File: config.mk
export PLATFORM = sky130hd
export DESIGN_NAME = midi_round_robin_voice_allocator_flat
export DESIGN_NICKNAME = d
export VERILOG_FILES = /design/src/sv/mrva_pkg.sv /design/src/sv/mrva_chan_if.sv /design/src/sv/mrva_ram.sv /design/src/sv/midi_round_robin_voice_allocator.sv /design/src/flat_wrapper.sv
export SDC_FILE = /design/constraint.sdc
export NUM_CORES = 1
export LEC_CHECK = 0
export BUFFER_PORTS_ARGS = -buffer_cell sky130_fd_sc_hd__buf_2
export CORE_MARGIN = 2
export CORE_UTILIZATION = 40
export CTS_BUF_LIST = sky130_fd_sc_hd__clkbuf_16
export CTS_CLUSTER_SIZE = 20
export DETAILED_ROUTE_END_ITERATION = 7
export PLACE_DENSITY = 0.59
export SYNTH_ARGS = -nofsm -noshare
export SYNTH_HDL_FRONTEND = slang
export SYNTH_SLANG_ARGS = --single-unit
File: constraint.sdc
create_clock -name clock -period 9.5 [get_ports clock]
set_input_delay 1.9 -clock clock [delete_from_list [all_inputs] [get_ports clock]]
set_output_delay 1.9 -clock clock [all_outputs]
set_load 0.005 [all_outputs]
File: src/sv/mrva_pkg.sv
// Shared types and constants for the MIDI round-robin voice allocator.
// No dependencies; compile first.
package mrva_pkg;

   localparam int VOICES_DEF  = 16;
   localparam int MAX_RESULTS = 16;
   localparam int CNT_W       = $clog2(MAX_RESULTS + 1);

   localparam logic [3:0] MSG_NOTE_OFF = 4'h8;
   localparam logic [3:0] MSG_NOTE_ON  = 4'h9;
   localparam logic [3:0] MSG_CTRL     = 4'hB;
   localparam logic [3:0] MSG_PROGRAM  = 4'hC;
   localparam logic [3:0] CHAN_ZERO    = 4'h0;
   localparam logic [6:0] CTRL_BANK    = 7'd0;

   typedef struct packed {
      logic [7:0] status_byte;
      logic [6:0] first_data;
      logic [6:0] second_data;
      logic       has_data;
   } req_type;

   typedef struct packed {
      logic [3:0]  voice_index;
      logic        note_on;
      logic        use_patch;
      logic [6:0]  wave_program;
      logic [13:0] patch_number;
      logic [6:0]  note_number;
      logic [6:0]  velocity;
      logic        last_event;
   } rsp_type;

   typedef enum logic [1:0] {
      ST_IDLE,
      ST_SCAN,
      ST_FLUSH
   } state_type;

endpackage

File: src/sv/mrva_chan_if.sv
// Valid/ready channel carrying one payload item per transfer.
// Payload type is a parameter; used with the types in mrva_pkg.
interface mrva_chan_if #(parameter type payload_type = logic);
   logic        valid;
   logic        ready;
   payload_type payload;

   modport source (output valid, output payload, input ready);
   modport sink   (input valid, input payload, output ready);
endinterface

File: src/sv/mrva_ram.sv
// Generic single-write, single-read RAM with registered read data.
// No dependencies.
module mrva_ram #(
   parameter int WIDTH = 8,
   parameter int DEPTH = 16,
   localparam int AW = (DEPTH > 1) ? $clog2(DEPTH) : 1
) (
   input  logic             clock,
   input  logic             wr_en,
   input  logic [AW-1:0]    wr_addr,
   input  logic [WIDTH-1:0] wr_data,
   input  logic [AW-1:0]    rd_addr,
   output logic [WIDTH-1:0] rd_data
);

   logic [WIDTH-1:0] mem_ff [DEPTH];
   logic [WIDTH-1:0] rd_data_ff;

   always_ff @(posedge clock) begin
      if (wr_en) begin
         mem_ff[wr_addr] <= wr_data;
      end
      rd_data_ff <= mem_ff[rd_addr];
   end

   assign rd_data = rd_data_ff;

endmodule

File: src/sv/midi_round_robin_voice_allocator.sv
// MIDI round-robin voice allocator: top level, sequencer and note-table scan.
// Depends on mrva_pkg, mrva_chan_if and mrva_ram.
//
//   channel  dir  payload   transfer when
//   req_ch   in   req_type  req_ch.valid && req_ch.ready
//   rsp_ch   out  rsp_type  rsp_ch.valid && rsp_ch.ready
//
// Note-off: accept, SCAN of the VOICES entries (one table read per cycle via the
// single RAM read port unless a match stalls on the output), then FLUSH, held while
// the output stalls. Note-on on channel 0: accept, then FLUSH. Other messages: accept only.
// Synchronous reset clears the pointer, program, bank and per-voice valid bits.
// The result register lets a new item be taken while the last result waits.
module midi_round_robin_voice_allocator #(
   parameter int VOICES = mrva_pkg::VOICES_DEF
) (
   input  logic       clock,
   input  logic       reset,
   mrva_chan_if.sink   req_ch,
   mrva_chan_if.source rsp_ch
);

   localparam int VW = (VOICES > 1) ? $clog2(VOICES) : 1;
   localparam logic [VW-1:0] LAST_VOICE = VW'(VOICES - 1);

   mrva_pkg::state_type state_ff, state_in;

   logic [VW-1:0]  next_voice_ff;
   logic [6:0]     program_ff;
   logic [6:0]     bank_ff;
   logic [VOICES-1:0] valid_ff;

   logic [VW-1:0]  addr_ff;
   logic [6:0]     key_ff;
   logic [6:0]     vel_ff;
   logic [mrva_pkg::CNT_W-1:0] found_ff;

   logic              pend_vld_ff;
   mrva_pkg::rsp_type pend_ff;
   logic              rsp_vld_ff;
   mrva_pkg::rsp_type rsp_data_ff;

   logic [VW-1:0] rd_addr;
   logic [6:0]    rd_data;
   logic [6:0]    stored_note;

   logic req_xfer, out_free;
   logic is_on, is_off, is_pc, is_bank, chan0;
   logic match, take, scan_stall, scan_last;
   logic load_rsp, load_last, ready_out;

   logic [VW+3:0] scan_voice_ext;
   logic [VW+3:0] on_voice_ext;
   mrva_pkg::rsp_type scan_event;
   mrva_pkg::rsp_type on_event;
   mrva_pkg::rsp_type load_event;

   assign req_xfer = req_ch.valid && req_ch.ready;
   assign out_free = !rsp_vld_ff || rsp_ch.ready;

   assign chan0   = req_ch.payload.status_byte[3:0] == mrva_pkg::CHAN_ZERO;
   assign is_on   = req_xfer && req_ch.payload.has_data
                    && req_ch.payload.status_byte[7:4] == mrva_pkg::MSG_NOTE_ON;
   assign is_off  = req_xfer && req_ch.payload.has_data
                    && req_ch.payload.status_byte[7:4] == mrva_pkg::MSG_NOTE_OFF;
   assign is_pc   = req_xfer && req_ch.payload.has_data
                    && req_ch.payload.status_byte[7:4] == mrva_pkg::MSG_PROGRAM;
   assign is_bank = req_xfer && req_ch.payload.has_data
                    && req_ch.payload.status_byte[7:4] == mrva_pkg::MSG_CTRL
                    && req_ch.payload.first_data == mrva_pkg::CTRL_BANK;

   mrva_ram #(.WIDTH(7), .DEPTH(VOICES)) u_notes (
      .clock   (clock),
      .wr_en   (is_on),
      .wr_addr (next_voice_ff),
      .wr_data (req_ch.payload.first_data),
      .rd_addr (rd_addr),
      .rd_data (rd_data)
   );

   assign stored_note = valid_ff[addr_ff] ? rd_data : 7'd0;
   assign match       = stored_note == key_ff;
   assign take        = match && (found_ff != mrva_pkg::CNT_W'(mrva_pkg::MAX_RESULTS));
   assign scan_stall  = take && pend_vld_ff && !out_free;
   assign scan_last   = addr_ff == LAST_VOICE;

   assign scan_voice_ext = {4'd0, addr_ff};
   assign on_voice_ext   = {4'd0, next_voice_ff};

   always_comb begin
      scan_event              = '0;
      scan_event.voice_index  = scan_voice_ext[3:0];
      scan_event.velocity     = vel_ff;

      on_event                = '0;
      on_event.voice_index    = on_voice_ext[3:0];
      on_event.note_on        = 1'b1;
      on_event.note_number    = req_ch.payload.first_data;
      on_event.velocity       = req_ch.payload.second_data;
      if (bank_ff != 7'd0) begin
         on_event.use_patch    = 1'b1;
         on_event.patch_number = {bank_ff - 7'd1, program_ff};
      end else begin
         on_event.wave_program = program_ff;
      end

      load_event            = pend_ff;
      load_event.last_event = load_last;
   end

   // next state
   always_comb begin
      state_in = state_ff;
      unique case (state_ff)
         mrva_pkg::ST_IDLE: begin
            if (is_off) begin
               state_in = mrva_pkg::ST_SCAN;
            end else if (is_on && chan0) begin
               state_in = mrva_pkg::ST_FLUSH;
            end
         end
         mrva_pkg::ST_SCAN: begin
            if (!scan_stall && scan_last) begin
               state_in = mrva_pkg::ST_FLUSH;
            end
         end
         mrva_pkg::ST_FLUSH: begin
            if (!pend_vld_ff || out_free) begin
               state_in = mrva_pkg::ST_IDLE;
            end
         end
         default: state_in = mrva_pkg::ST_IDLE;
      endcase
   end

   // outputs
   always_comb begin
      ready_out = 1'b0;
      rd_addr   = addr_ff;
      load_rsp  = 1'b0;
      load_last = 1'b0;
      unique case (state_ff)
         mrva_pkg::ST_IDLE: begin
            ready_out = 1'b1;
            rd_addr   = '0;
         end
         mrva_pkg::ST_SCAN: begin
            if (!scan_stall && !scan_last) begin
               rd_addr = addr_ff + VW'(1);
            end
            load_rsp = take && pend_vld_ff && out_free;
         end
         mrva_pkg::ST_FLUSH: begin
            load_rsp  = pend_vld_ff && out_free;
            load_last = 1'b1;
         end
         default: ;
      endcase
   end

   assign req_ch.ready   = ready_out;
   assign rsp_ch.valid   = rsp_vld_ff;
   assign rsp_ch.payload = rsp_data_ff;

   always_ff @(posedge clock) begin
      if (reset) begin
         state_ff      <= mrva_pkg::ST_IDLE;
         next_voice_ff <= '0;
         program_ff    <= '0;
         bank_ff       <= '0;
         valid_ff      <= '0;
         pend_vld_ff   <= 1'b0;
         rsp_vld_ff    <= 1'b0;
         found_ff      <= '0;
      end else begin
         state_ff <= state_in;

         if (is_on) begin
            valid_ff[next_voice_ff] <= 1'b1;
            next_voice_ff <= (next_voice_ff == LAST_VOICE) ? '0 : next_voice_ff + VW'(1);
         end
         if (is_pc) begin
            program_ff <= req_ch.payload.first_data;
         end
         if (is_bank) begin
            bank_ff <= req_ch.payload.second_data;
         end

         if (is_off) begin
            found_ff <= '0;
         end else if (state_ff == mrva_pkg::ST_SCAN && take && !scan_stall) begin
            found_ff <= found_ff + mrva_pkg::CNT_W'(1);
         end

         if (is_on && chan0) begin
            pend_vld_ff <= 1'b1;
         end else if (state_ff == mrva_pkg::ST_SCAN && take && !scan_stall) begin
            pend_vld_ff <= 1'b1;
         end else if (state_ff == mrva_pkg::ST_FLUSH && load_rsp) begin
            pend_vld_ff <= 1'b0;
         end

         if (load_rsp) begin
            rsp_vld_ff <= 1'b1;
         end else if (rsp_ch.ready) begin
            rsp_vld_ff <= 1'b0;
         end
      end
   end

   always_ff @(posedge clock) begin
      if (req_xfer) begin
         addr_ff <= '0;
         key_ff  <= req_ch.payload.first_data;
         vel_ff  <= req_ch.payload.second_data;
      end else if (state_ff == mrva_pkg::ST_SCAN && !scan_stall && !scan_last) begin
         addr_ff <= addr_ff + VW'(1);
      end

      if (is_on && chan0) begin
         pend_ff <= on_event;
      end else if (state_ff == mrva_pkg::ST_SCAN && take && !scan_stall) begin
         pend_ff <= scan_event;
      end

      if (load_rsp) begin
         rsp_data_ff <= load_event;
      end
   end

`ifndef ASSERT_OFF
   a_voice_range: assert property (@(posedge clock) disable iff (reset)
      next_voice_ff <= LAST_VOICE)
      else $error("voice pointer out of range");

   a_found_cap: assert property (@(posedge clock) disable iff (reset)
      found_ff <= mrva_pkg::CNT_W'(mrva_pkg::MAX_RESULTS))
      else $error("match count above limit");

   a_load_free: assert property (@(posedge clock) disable iff (reset)
      load_rsp |-> out_free)
      else $error("result register overwritten");

   a_idle_empty: assert property (@(posedge clock) disable iff (reset)
      state_ff == mrva_pkg::ST_IDLE |-> !pend_vld_ff)
      else $error("pending event left behind");

   a_scan_closes: assert property (@(posedge clock) disable iff (reset)
      (state_ff == mrva_pkg::ST_SCAN && scan_last && !scan_stall)
      |=> state_ff == mrva_pkg::ST_FLUSH)
      else $error("scan did not close");
`endif

endmodule

File: src/flat_wrapper.sv
// flat-port wrapper written by rule: the top's interface ports become plain ports
module midi_round_robin_voice_allocator_flat 
#(
   parameter int VOICES = mrva_pkg::VOICES_DEF
)
  (clock, reset, req_ch_valid, req_ch_payload, req_ch_ready, rsp_ch_valid, rsp_ch_payload, rsp_ch_ready);
  mrva_chan_if #(.payload_type(mrva_pkg::req_type)) req_ch_i ();
  mrva_chan_if #(.payload_type(mrva_pkg::rsp_type)) rsp_ch_i ();
  input  logic clock;
  input  logic reset;
  input wire logic [$bits(req_ch_i.valid)-1:0] req_ch_valid;
  input wire logic [$bits(req_ch_i.payload)-1:0] req_ch_payload;
  output wire logic [$bits(req_ch_i.ready)-1:0] req_ch_ready;
  output wire logic [$bits(rsp_ch_i.valid)-1:0] rsp_ch_valid;
  output wire logic [$bits(rsp_ch_i.payload)-1:0] rsp_ch_payload;
  input wire logic [$bits(rsp_ch_i.ready)-1:0] rsp_ch_ready;
  assign req_ch_i.valid = req_ch_valid;
  assign req_ch_i.payload = req_ch_payload;
  assign req_ch_ready = req_ch_i.ready;
  assign rsp_ch_valid = rsp_ch_i.valid;
  assign rsp_ch_payload = rsp_ch_i.payload;
  assign rsp_ch_i.ready = rsp_ch_ready;
  midi_round_robin_voice_allocator #(.VOICES(VOICES)) u_core (.clock(clock), .reset(reset), .req_ch(req_ch_i), .rsp_ch(rsp_ch_i));
endmodule
# Word level (Yosys, flattened, before mapping)
# Memory sizes are Yosys's and may differ from the RTL's. A register that Yosys moved wholly into a read port is not among the register bits.
# Cells that the tools add are included.
# Widths: inputs -> output; s select.
[word_totals]
reg_bits = 144
mem_bits_rw = 112
input_bits = 27
output_inout_bits = 44
elab_cells = 113
mem_count = 1
[memory_table]
columns = ["name", "depth", "width", "read_ports", "rd_clocked_by_memory_dff", "wr", "line", "rtl"]
rows = [
  ["u_core.u_notes.mem_ff", 16, 7, 1, 1, 1, "mrva_ram.sv:16", "logic [WIDTH-1:0] mem_ff [DEPTH];"],
]
[op_classes]
n_addsub = 4
n_lt_le_gt_ge = 3
eq_ne = 13
muxes = 28
bitwise_logic = 1
reduce_logical = 37
[op_table]
columns = ["op", "count"]
rows = [
  ["$mux 42", 2],
  ["$eq 4x4->1 const B", 6],
  ["$logic_and 1x1->1", 21],
  ["$or 16x16->16", 1],
  ["$mux 14", 1],
  ["$mux 7", 2],
  ["$mux 1", 12],
  ["$lt 4x5->1 const B", 2],
  ["$add 4x1->4 const B", 2],
  ["$mux 2", 4],
  ["$mux 4", 2],
  ["$pmux 4 s2", 1],
  ["$eq 7x7->1", 1],
  ["$logic_not 7->1", 1],
  ["$reduce_bool 7->1", 1],
  ["$sub 7x1->7 const B", 1],
  ["$pmux 2 s3", 1],
  ["$add 5x1->5 const B", 1],
  ["$logic_not 1->1", 5],
  ["$ne 5x5->1 const B", 1],
  ["$bmux 1 s4", 1],
  ["$demux 1 s4", 1],
  ["$ge 4x1->1 const B", 1],
  ["$logic_not 4->1", 1],
  ["other kinds (11)", 14],
]

# Depth between registers and ports, before layout
# Gate-level depths: netlist (run 1).
[depth]
word_depth = 12
mapped_depth = 15
ltp_nobuf = 11

# By module
# A second synthesis (run 1) with hierarchy kept.
[unflattened]
hier_cells = 646
hier_area_um2 = 10341.2
[by_module_without_submodules]
columns = ["module", "instances", "cells_per_inst", "area_per_inst_um2", "seq_area_each_um2"]
rows = [
  ["midi_round_robin_voice_allocator", 1, 443, 5810.6, 3843.7],
  ["mrva_ram", 1, 203, 4530.6, 3503.4],
]

# Worst setup path before layout (run 1)
# No wires, ideal clock.
[synth_timing]
path_kind = "input to register"
start = "input req_ch_valid"
end = "register u_core.pend_ff, in the netlist u_core.load_event[10] (enable)"
setup_ps = 398
arrival_ps = 4578
required_time_ps = 9102
slack_ps = 4524
stages = 9
cell_sequence = "and2_1 -> clkbuf_1 -> nand3_1 -> nor3b_1 -> nor2b_1 -> clkbuf_1 -> nand2_1 -> clkbuf_1 -> nand2_1"
[synth_via]
elab_chain_len = 5
[synth_rtl]
columns = ["item", "line", "rtl"]
rows = [
  ["start: declaration", "flat_wrapper.sv:11", "input wire logic [$bits(req_ch_i.valid)-1:0] req_ch_valid;"],
  ["$logic_and 1x1->1", "midi_round_robin_voice_allocator.sv:57", "assign req_xfer = req_ch.valid && req_ch.ready;"],
  ["net u_core.req_xfer", "midi_round_robin_voice_allocator.sv:46", "logic req_xfer, out_free;"],
  ["$logic_and 1x1->1", "midi_round_robin_voice_allocator.sv:61", "assign is_on = req_xfer && req_ch.payload.has_data"],
  ["$logic_and 1x1->1", "midi_round_robin_voice_allocator.sv:62", "&& req_ch.payload.status_byte[7:4] == mrva_pkg::MSG_NOTE_ON;"],
  ["$logic_and 1x1->1", "midi_round_robin_voice_allocator.sv:219", "if (is_on && chan0) begin"],
  ["$reduce_bool 2->1 (no line)", "--", ""],
  ["end signal: assignment", "midi_round_robin_voice_allocator.sv:220", "pend_ff <= on_event;"],
  ["end signal: assignment", "midi_round_robin_voice_allocator.sv:222", "pend_ff <= scan_event;"],
  ["end: declaration", "midi_round_robin_voice_allocator.sv:38", "mrva_pkg::rsp_type pend_ff;"],
]
# The timed path passes the listed nets, and every way through them passes these cells.
# A chain may end at the register's enable or synchronous reset.

# Worst setup path in the final report (run 1)
[layout_timing]
start = "register u_core.addr_ff[0]"
end = "register u_core.u_notes.rd_data_ff[3], in the netlist u_core.u_notes.rd_data[3] (read register of u_core.u_notes.mem_ff)"
[layout_via]
elab_chain_len = 11
word_cells_on_any_way = 14
classes_between = "add/sub: 1; eq/ne: 2; mux: 5; reduce/logical: 6"
[layout_rtl]
columns = ["item", "line", "rtl"]
rows = [
  ["start: declaration", "midi_round_robin_voice_allocator.sv:32", "logic [VW-1:0] addr_ff;"],
  ["start signal: assignment", "midi_round_robin_voice_allocator.sv:216", "addr_ff <= addr_ff + VW'(1);"],
  ["$bmux 1 s4", "midi_round_robin_voice_allocator.sv:80", "assign stored_note = valid_ff[addr_ff] ? rd_data : 7'd0;"],
  ["$mux 1 (not written as such)", "midi_round_robin_voice_allocator.sv:80", ""],
  ["$mux 7", "midi_round_robin_voice_allocator.sv:80", ""],
  ["$eq 7x7->1", "midi_round_robin_voice_allocator.sv:81", "assign match = stored_note == key_ff;"],
  ["$logic_and 1x1->1", "midi_round_robin_voice_allocator.sv:82", "assign take = match && (found_ff != mrva_pkg::CNT_W'(mrva_pkg::MAX_RESULTS));"],
  ["$logic_and 1x1->1 (2 in series)", "midi_round_robin_voice_allocator.sv:83", "assign scan_stall = take && pend_vld_ff && !out_free;"],
  ["$logic_not 1->1", "midi_round_robin_voice_allocator.sv:147", "if (!scan_stall && !scan_last) begin"],
  ["$logic_and 1x1->1", "midi_round_robin_voice_allocator.sv:147", ""],
  ["$mux 4", "midi_round_robin_voice_allocator.sv:147", ""],
  ["$pmux 4 s2 (*)", "midi_round_robin_voice_allocator.sv:141", "unique case (state_ff)"],
  ["end: declaration", "mrva_ram.sv:17", "logic [WIDTH-1:0] rd_data_ff;"],
]
# Mark *: on every way between the ends. The rest lies on a longest branch, timed or not. The select of a mux whose other input is x is not followed.

==> impl_results.rst, run 1 <==
.. list-table::
   :header-rows: 1

   * - Metric
     - Value
   * - Outcome
     - finished clean
   * - WHS
     - 415 ps
   * - Maximum number of pins on one net before global-route repair
     - 44
   * - Maximum fanout along the worst path
     - 18
   * - Router iterations before antenna repair
     - 4
   * - Overall overflow remaining after global route
     - 0
   * - Kind of path behind the tightest hold check
     - reg -> reg
   * - Layout Nets
     - 826
   * - Yosys synthesis warning count
     - 0
   * - Total power density per cell area
     - 194 nW/um^2
   * - EDFF count, synth
     - 208
   * - # rows
     - 59
   * - Overall Global Routing Usage
     - 16.2%
   * - Global placement routability congestion
     - 0.789
   * - Number of antenna repair diodes
     - 0
   * - Final worst path period share
     - 50.5%
   * - TritonCTS clock tree
     - yes
   * - Fmax achieved
     - 208 MHz
   * - Number of antenna violations at the first check in global routing
     - 0
   * - Routed wire length per instance
     - 19.1 um
   * - Std-Cell Core Area
     - 25,800 sq um
   * - Flop and latch count out of synthesis
     - 263
   * - Share of flip-flops with an asynchronous set or reset
     - 0%
   * - Number of H-tree branching levels
     - 1
   * - Syn Std Cell Area
     - 10,400 sq um
   * - Leak
     - 4.30 nW
   * - Leading cell type in the layout, fill and taps excluded
     - edfxtp_1
   * - Normalized max-slew margin
     - 31.7%
   * - Launching element type of the critical path
     - flip-flop
   * - Unrepaired setup endpoints after global routing
     - false
   * - Post CTS Setup Buffer Count
     - 0
   * - Post-synthesis cell count
     - 711
   * - Final TNS setup
     - 0 ps
   * - Hold-fix buffer count after cts
     - 0
   * - Register area
     - 7350 sq um
   * - Resize count post-CTS
     - 0
   * - DP Worst Slack
     - 4290 ps
   * - Most frequent cells in the layout
     - 208 x edfxtp_1, 76 x nor2_1, 70 x buf_2, 55 x dfxtp_1, 47 x nand2_1
   * - Mean cell area of the mapped netlist
     - 14.7 sq um
   * - Clock slew seen by the registers of the worst setup and hold paths
     - 60 ps
   * - VDD IR-drop max
     - 169 uV
   * - Max Transition Viols Final
     - 0
   * - Area enclosed by the die boundary
     - 27,400 sq um
   * - Category of the most critical setup path
     - reg -> reg
   * - Die span in x
     - 166 um
   * - Total via count in the routed design
     - 5,944
   * - Skew final
     - 15.2 ps
   * - Port bufs
     - 70
   * - Final hold viol count
     - 0
   * - Non-filler instance count after layout
     - 1,144
   * - Vias in the first global route
     - 5,696
   * - Io pins
     - 71
   * - Endpoint type of the worst setup path
     - flip-flop
   * - Number of distinct library cells after synthesis
     - 67
   * - Share of layout cells above drive strength 1
     - 19.0%
   * - Number of buffers added by the clock tree synthesis step
     - 27
   * - Number of nets in the synthesized netlist
     - 749
   * - Clock latency on the worst-skew pair
     - 530 ps
   * - Max capacitance violation total
     - 0
   * - Area growth, synth to finish
     - 14.8%
   * - FILL cells
     - 2,277
   * - Final setup margin
     - 4700 ps
   * - Antenna viol nets, final
     - 0
   * - Number of clock sinks seen by CTS
     - 263
   * - Maximum clock path buffer count
     - 3
   * - Critical Path RT
     - 9900 ps
   * - Synth Flop Type
     - edfxtp_1
   * - Post-layout minimum cycle time
     - 4800 ps
   * - Number of violations reported at the end of detailed-routing iteration 0
     - 478
   * - Slew of the pin with the lowest slew margin
     - 1020 ps
   * - Post-detailed-route DRC marker count
     - 0
   * - Total area of multi-input combinational cells
     - 2870 sq um
   * - Arr. time, crit path
     - 5200 ps
   * - Starting utilization of the core area
     - 40.4%
   * - Clock Root Buffer
     - clkbuf_16
   * - First-pass GRT wire length
     - 33.3 mm
   * - Y dimension of the die
     - 166 um
   * - Placed wire-length estimate after detailed placement
     - 14.0 mm
   * - Inst Count DP
     - 1,094
   * - Sequential-to-total area share from yosys stat
     - 70.4%
   * - DRT Wirelength
     - 21.9 mm
   * - Power consumption
     - 0.00232 W
   * - Via density
     - 5.20
   * - Final setup violation count
     - 0
## flip-flops by register name (all words and copies together) (netlist names), 2 cells and up
name	flops
u_core.bank_ff	7
u_core.state_ff	2
u_core.addr_ff	4
u_core.key_ff	7
u_core.valid_ff	16
u_core.load_event	41
u_core.u_notes.mem_ff	112
u_core.rsp_ch.payload	42
u_core.vel_ff	7
u_core.found_ff	5
u_core.program_ff	7
u_core.u_notes.rd_data	7
u_core.next_voice_ff	4
## worst max-delay path, cell delays in order, from the launching register on
cell,delay [ps]
dfxtp_1,710
mux2i_1,240
and2_1,240
nand4bb_2,330
a211o_1,340
a32o_1,270
or4b_4,630
and2_0,520
nor2_8,550
mux4_2,570
mux2i_1,160
mux2i_1,90
## synthesized netlist by cell type, drive strengths merged, types with 4 or more instances
cell type,count,area [sq um]
nor2,77,305
xor2,9,78.8
nor2b,9,56.3
inv,11,41.3
and2,22,140
buf,12,104
o2111ai,4,35.0
nand3,33,165
and3,18,113
nand4,11,75.1
xnor2,6,52.6
nor3,10,50.1
a32oi,9,78.8
or3,4,25.0
dfxtp,55,1100
mux4,18,405
a21oi,6,33.8
nand2b,4,25.0
nand2,48,183
o21ai,28,140
clkbuf,19,71.3
edfxtp,208,6250
ha,11,138
mux2i,36,360
## power breakdown
group,internal (W),switching (W)
sequential,0.00124,0.00000368
combinational,0.0000132,0.0000323
clock,0.000602,0.000424
total,0.00186,0.000460
## path summary, 6_finish.rpt
check / start / cells past startpoint / to / slack (ps)
max reg2reg: u_core.addr_ff[0] / 11 / u_core.u_notes.rd_data[3] / 4700
max: u_core.addr_ff[0] / 11 / u_core.u_notes.rd_data[3] / 4700
min: u_core.load_event[29] / 0 / u_core.rsp_ch.payload[29] / 410
min reg2reg: u_core.load_event[29] / 0 / u_core.rsp_ch.payload[29] / 410
## metrics by stage
| stage | area (sq um) | utilization (%) |
|---|---|---|
| CTS | 12000 | 46.4 |
| global route | 12000 | 46.4 |
| global placement | 11100 | 43.0 |
| detailed placement | 11100 | 43.0 |
| finish | 12000 | 46.4 |
| floorplan | 10400 | - |
## routing by layer
| metal | up-vias | share of wire, % | GRT usage, % | wire, um |
|---|---|---|---|---|
| met5 | - | 0 | 0 | 0 |
| met4 | 0 | 1.6 | 3.29 | 358 |
| met3 | 30 | 5.0 | 2.45 | 1100 |
| met2 | 159 | 47 | 26.5 | 10400 |
| met1 | 2912 | 46 | 23.1 | 10100 |
| li1 | 2843 | - | - | - |
## layout make-up
| type | count | area share, % |
|---|---|---|
| well taps | 335 | 3.50 |
| clock inverters | 23 | 1.70 |
| clock buffers | 27 | 5.64 |
| inverters | 11 | 0.345 |
| multi-input cells | 406 | 24.0 |
| flip-flops and latches | 263 | 61.3 |
| repair buffers | 79 | 3.49 |
## logic make-up after synthesis
kind of cell	synth area share, %
buffers and inverters	2.07
flip-flops	70.4
XOR/XNOR	1.26
AO/OA/AOI/OAI	5.16
multiplexers	7.70
AND/OR/NAND/NOR	12.1
adder cells (fa/ha/maj)	1.32
Note: power is estimated with default switching activity, not from simulation.
==> run 2: changes to the inputs <==
clock period = 4.75 ns   (was 9.5 ns; I/O delays follow)
==> run 2 against run 1 <==
Compared with the run above:
- combinational power rose by 100%
- final area barely moved
- non-clock buffer count rose by 6
- critical path depth did not move
- via count rose by 0.25%
- flip-flop and latch count did not move
- largest cell class unchanged
- clock power rose by 92%
- hold slack barely moved
- first-iteration DRC count fell by 2.3%
- maximum frequency rose by 13%
- final cell count rose by 0.44%
==> impl_results.rst, run 2 (synthesis gave the netlist of run 1 again) <==
.. list-table::
   :header-rows: 1

   * - Metric
     - Value
   * - Routed wire length per instance
     - 19.9 um
   * - Category of the most critical setup path
     - reg -> reg
   * - Internal cell power
     - 0.00365 W
   * - Global placement routability congestion
     - 0.772
   * - Slew of the pin with the lowest slew margin
     - 1000 ps
   * - Worst Hold Depth
     - 0
   * - Register with the most flip-flops
     - u_core.u_notes.mem_ff
   * - Outcome
     - finished clean
   * - DP Area
     - 11,100 sq um
   * - Worst setup path startpoint
     - u_core.addr_ff[2]
   * - Overall overflow remaining after global route
     - 0
   * - Vias in the first global route
     - 5,726
   * - Number of clock sinks seen by CTS
     - 263
   * - Area growth, synth to finish
     - 14.7%
   * - Port bufs
     - 70
   * - Relative contribution of combinational cells to total power
     - 2.0%
   * - Final setup violation count
     - 0
   * - Leak
     - 4.31 nW
   * - Placed wire-length estimate after detailed placement
     - 14.3 mm
   * - Antenna viol nets, final
     - 0
   * - Launching element type of the critical path
     - flip-flop
   * - Core Util, Final
     - 46.3%
   * - Final worst path period share
     - 89.8%
   * - Non-filler instance count after layout
     - 1,149
   * - Number of antenna violations at the first check in global routing
     - 0
   * - Reg2Reg Capture Point
     - u_core.u_notes.rd_data[3]
   * - Maximum clock path buffer count
     - 3
   * - Unrepaired setup endpoints after global routing
     - false
   * - Final instance area
     - 12,000 sq um
   * - Total via count in the routed design
     - 5,959
   * - TritonCTS clock tree
     - yes
   * - Worst r2r src
     - u_core.addr_ff[2]
   * - Inst Count DP
     - 1,100
   * - Critical Path RT
     - 5140 ps
   * - Post CTS Setup Buffer Count
     - 0
   * - Most frequent cells in the layout
     - 208 x edfxtp_1, 76 x nor2_1, 70 x buf_2, 55 x dfxtp_1, 47 x nand2_1
   * - Clock Root Buffer
     - clkbuf_16
   * - Number of antenna repair diodes
     - 0
   * - Psw
     - 0.000919 W
   * - Normalized max-slew margin
     - 33.3%
   * - Io pins
     - 71
   * - Fmax achieved
     - 234 MHz
   * - Leading cell type in the layout, fill and taps excluded
     - edfxtp_1
   * - Area enclosed by the die boundary
     - 27,400 sq um
   * - Layout Nets
     - 832
   * - Register area
     - 7350 sq um
   * - Switching fraction of total power
     - 20.1%
   * - Final hold viol count
     - 0
   * - Final TNS setup
     - 0 ps
   * - Total power density per cell area
     - 382 nW/um^2
   * - Number of cells on the worst reg-to-reg path
     - 11
   * - Post-detailed-route DRC marker count
     - 0
   * - DRT Wirelength
     - 22.8 mm
   * - Share of layout cells above drive strength 1
     - 18.9%
   * - Starting utilization of the core area
     - 40.4%
   * - Clock latency on the worst-skew pair
     - 540 ps
   * - Std-Cell Core Area
     - 25,800 sq um
   * - Endpoint type of the worst setup path
     - flip-flop
   * - Fraction of power consumed by the clock network
     - 43.4%
   * - Number of H-tree branching levels
     - 1
   * - # rows
     - 59
   * - Arr. time, crit path
     - 4660 ps
   * - Kind of path behind the tightest hold check
     - reg -> reg
   * - Total area of multi-input combinational cells
     - 2870 sq um
   * - Number of violations reported at the end of detailed-routing iteration 0
     - 467
   * - Slack of the worst reg-to-reg path
     - 490 ps
   * - Hold-fix buffer count after cts
     - 0
   * - Overall Global Routing Usage
     - 16.6%
   * - Maximum fanout along the worst path
     - 18
   * - VDD IR-drop max
     - 330 uV
   * - Resize count post-CTS
     - 0
   * - Post-layout minimum cycle time
     - 4260 ps
   * - First-pass GRT wire length
     - 33.9 mm
   * - Router iterations before antenna repair
     - 8
   * - Sequential share of power
     - 54.6%
   * - Worst setup path endpoint
     - u_core.u_notes.rd_data[3]
   * - Clock slew seen by the registers of the worst setup and hold paths
     - 60 ps
   * - Y dimension of the die
     - 166 um
   * - FILL cells
     - 2,348
   * - Die span in x
     - 166 um
   * - Max capacitance violation total
     - 0
   * - Number of buffers added by the clock tree synthesis step
     - 27
   * - Skew final
     - 17.7 ps
   * - Number of flip-flops under the largest register name
     - 112
   * - Via density
     - 5.19
   * - Max Transition Viols Final
     - 0
   * - Maximum number of pins on one net before global-route repair
     - 44
[run 2: worst min-delay path by stage]
stage	end	from	slack, ps
after floorplan	u_core.rsp_ch.payload[10]	u_core.load_event[10]	400
after global placement	u_core.rsp_ch.payload[19]	u_core.load_event[19]	400
after detailed placement	u_core.rsp_ch.payload[24]	u_core.load_event[24]	400
after CTS	u_core.rsp_ch.payload[2]	u_core.load_event[2]	420
after global routing	u_core.rsp_ch.payload[26]	u_core.load_event[26]	420
final	u_core.rsp_ch.payload[2]	u_core.load_event[2]	410
[run 2: critical path, cell delays in order, from the launching register on]
cell,delay [ps]
dfxtp_1,660
mux2i_1,150
a22oi_1,310
nand4_2,220
a211o_1,310
a32o_1,260
or4b_4,630
and2_0,280
nor2_8,440
mux4_2,560
mux2i_1,170
mux2i_1,100
[run 2: area by class of cell]
type	instances	area share [%]
Sequential cell	263	61.4
Multi-Input combinational cell	406	24.0
Clock buffer	27	5.64
Timing Repair Buffer	85	3.87
Tap cell	335	3.50
Clock inverter	22	1.26
Inverter	11	0.345
[run 2: metrics by stage]
step           total power [W]  hold slack [ps]  worst slack (ps)
5_1_grt                0.00471              424               210
6_report               0.00457              415               485
2_1_floorplan          0.00258              400               724
3_5_place_dp           0.00264              405               504
3_3_place_gp           0.00264              402               599
4_1_cts                0.00461              416               477
[run 2: routing by layer]
metal / GRT usage (%) / up-vias / wire, um
met1: 22.8 / 2931 / 10400
met4: 3.68 / 0 / 401
met3: 2.35 / 27 / 1150
met2: 27.9 / 158 / 10900
li1: - / 2843 / -
met5: 0 / - / 0
[run 2: power by group through the flow]
stage	clock network (W)	registers, W	logic [W]
3_3_place_gp	0	0.00254	0.0000935
4_1_cts	0.00202	0.00249	0.0000945
5_1_grt	0.00211	0.00249	0.000102
3_5_place_dp	0	0.00254	0.0000942
6_report	0.00198	0.00249	0.0000922
2_1_floorplan	0	0.00254	0.0000414
==> run 3: changes to the inputs <==
CORE_MARGIN = 4   (was 2)
clock period = 4.05 ns   (was 4.75 ns; I/O delays follow)
==> run 3 against run 2 <==
Compared with the run above:
- maximum frequency up 12%
- die area grew 4.9%
- clock skew shrank 6.4 ps
- utilization grew 1.5 points
- routed wire length increased by 1.2%
==> impl_results.rst, run 3 (synthesis gave the netlist of run 1 again) <==
.. list-table::
   :header-rows: 1

   * - Metric
     - Value
   * - Vias in the first global route
     - 6,089
   * - Final worst path period share
     - 94.2%
   * - Power consumption
     - 0.00546 W
   * - Worst Hold Depth
     - 0
   * - Share of layout cells above drive strength 1
     - 21.2%
   * - Hold-fix buffer count after cts
     - 0
   * - Final setup violation count
     - 0
   * - Antenna viol nets, final
     - 0
   * - First-pass GRT wire length
     - 35.4 mm
   * - Io pins
     - 71
   * - Routed wire length per instance
     - 19.9 um
   * - Clock Root Buffer
     - clkbuf_16
   * - Y dimension of the die
     - 170 um
   * - Fmax achieved
     - 262 MHz
   * - Kind of path behind the tightest hold check
     - reg -> reg
   * - Register area
     - 7350 sq um
   * - Router iterations before antenna repair
     - 5
   * - Post-layout minimum cycle time
     - 3810 ps
   * - Launching element type of the critical path
     - flip-flop
   * - Area enclosed by the die boundary
     - 28,700 sq um
   * - Number of antenna violations at the first check in global routing
     - 0
   * - Total power density per cell area
     - 449 nW/um^2
   * - Clock latency on the worst-skew pair
     - 530 ps
   * - FILL cells
     - 2,225
   * - Slew of the pin with the lowest slew margin
     - 792 ps
   * - Overall overflow remaining after global route
     - 0
   * - Most frequent cells in the layout
     - 208 x edfxtp_1, 76 x nor2_1, 70 x buf_2, 53 x dfxtp_1, 47 x nand2_1
   * - Number of buffers added by the clock tree synthesis step
     - 28
   * - Outcome
     - finished clean
   * - Post CTS Setup Buffer Count
     - 0
   * - Number of antenna repair diodes
     - 0
   * - DRT Wirelength
     - 23.1 mm
   * - Final hold viol count
     - 0
   * - Register with the most flip-flops
     - u_core.u_notes.mem_ff
   * - # rows
     - 58
   * - Std-Cell Core Area
     - 25,400 sq um
   * - Maximum number of pins on one net before global-route repair
     - 44
   * - Area growth, synth to finish
     - 16.4%
   * - VDD IR-drop max
     - 322 uV
   * - Endpoint type of the worst setup path
     - flip-flop
   * - Global placement routability congestion
     - 0.801
   * - Starting utilization of the core area
     - 41.1%
   * - Unrepaired setup endpoints after global routing
     - false
   * - Resize count post-CTS
     - 0
   * - Leading cell type in the layout, fill and taps excluded
     - edfxtp_1
   * - Number of flip-flops under the largest register name
     - 112
   * - Category of the most critical setup path
     - reg -> reg
   * - Final setup margin
     - 235 ps
   * - Number of clock sinks seen by CTS
     - 263
   * - Max capacitance violation total
     - 0
   * - Placed wire-length estimate after detailed placement
     - 15.5 mm
   * - Number of H-tree branching levels
     - 1
   * - Max Transition Viols Final
     - 0
   * - DP Worst Slack
     - 39.4 ps
   * - Arr. time, crit path
     - 4220 ps
   * - Normalized max-slew margin
     - 46.7%
   * - Clock slew seen by the registers of the worst setup and hold paths
     - 60 ps
   * - Maximum fanout along the worst path
     - 18
   * - Critical Path RT
     - 4460 ps
   * - Overall Global Routing Usage
     - 15.9%
   * - Post-detailed-route DRC marker count
     - 0
   * - Number of violations reported at the end of detailed-routing iteration 0
     - 452
   * - Port bufs
     - 70
   * - Total area of multi-input combinational cells
     - 2890 sq um
   * - WHS
     - 416 ps
   * - Maximum clock path buffer count
     - 3
   * - Skew final
     - 11.4 ps
   * - Leak
     - 4.42 nW
   * - Final TNS setup
     - 0 ps
   * - Number of cells on the worst reg-to-reg path
     - 12
   * - Total via count in the routed design
     - 6,187
   * - Die span in x
     - 170 um
   * - TritonCTS clock tree
     - yes
   * - Layout Nets
     - 846
   * - Via density
     - 5.33
run 3: cell types whose count changed in the layout (fill, tap and decap cells not counted), sizes merged:
| cell | change |
|---|---|
| clkinv | -2 |
| clkbuf | +2 |
| clkinvlp | +2 |
| inv | +1 |
| buf | +13 |
run 3: layer usage:
metal  GRT usage [%]  wire length (um)  part of all wire, %  up-vias
li1                -                 -                    -     2873
met2            25.9             10900                   47      210
met5               0                 0                    0        -
met4            4.41               609                  2.6        0
met1            22.3             10200                   44     3056
met3            2.82              1390                  6.0       48
run 3: cell type report:
| cell class | count | area share, % |
|---|---|---|
| sequential | 263 | 60.5 |
| multi-input combinational | 406 | 23.7 |
| clock buffer | 29 | 5.97 |
| timing repair buffer | 98 | 4.72 |
| tap | 330 | 3.40 |
| clock inverter | 23 | 1.34 |
| inverter | 11 | 0.340 |
run 3: stage by stage:
stage / util, % / instances / cell area, sq um
floorplan: - / 711 / 10400
global placement: 44.3 / 1108 / 11200
detailed placement: 44.3 / 1108 / 11200
CTS: 47.8 / 1160 / 12100
global route: 47.8 / 1160 / 12200
finish: 47.8 / 1160 / 12200
run 3: final timing paths:
kind	from	endpoint	slack [ps]
worst max-delay path	u_core.addr_ff[0]	u_core.u_notes.rd_data[5]	240
worst min-delay path	u_core.load_event[18]	u_core.rsp_ch.payload[18]	420
worst max register to register	u_core.addr_ff[0]	u_core.u_notes.rd_data[5]	240
worst min register to register	u_core.load_event[18]	u_core.rsp_ch.payload[18]	420
run 3: where the power goes:
part	leakage [nW]	switching (W)	total, W	internal, W
Combinational	1.63	0.0000771	0.000112	0.0000345
Clock	0.454	0.00100	0.00242	0.00142
Sequential	2.33	0.00000954	0.00293	0.00292
run 3: critical path, cell delays in order, from the launching register on:
cell and delay [ps]:
dfxtp_2 400, mux2i_1 110, and2_1 200, nand4bb_2 330
a211o_1 340, a32o_1 260, or4b_4 620, and2_1 250
nor2_8 130, buf_12 190, mux4_2 520, mux2i_1 220
o21ai_1 90
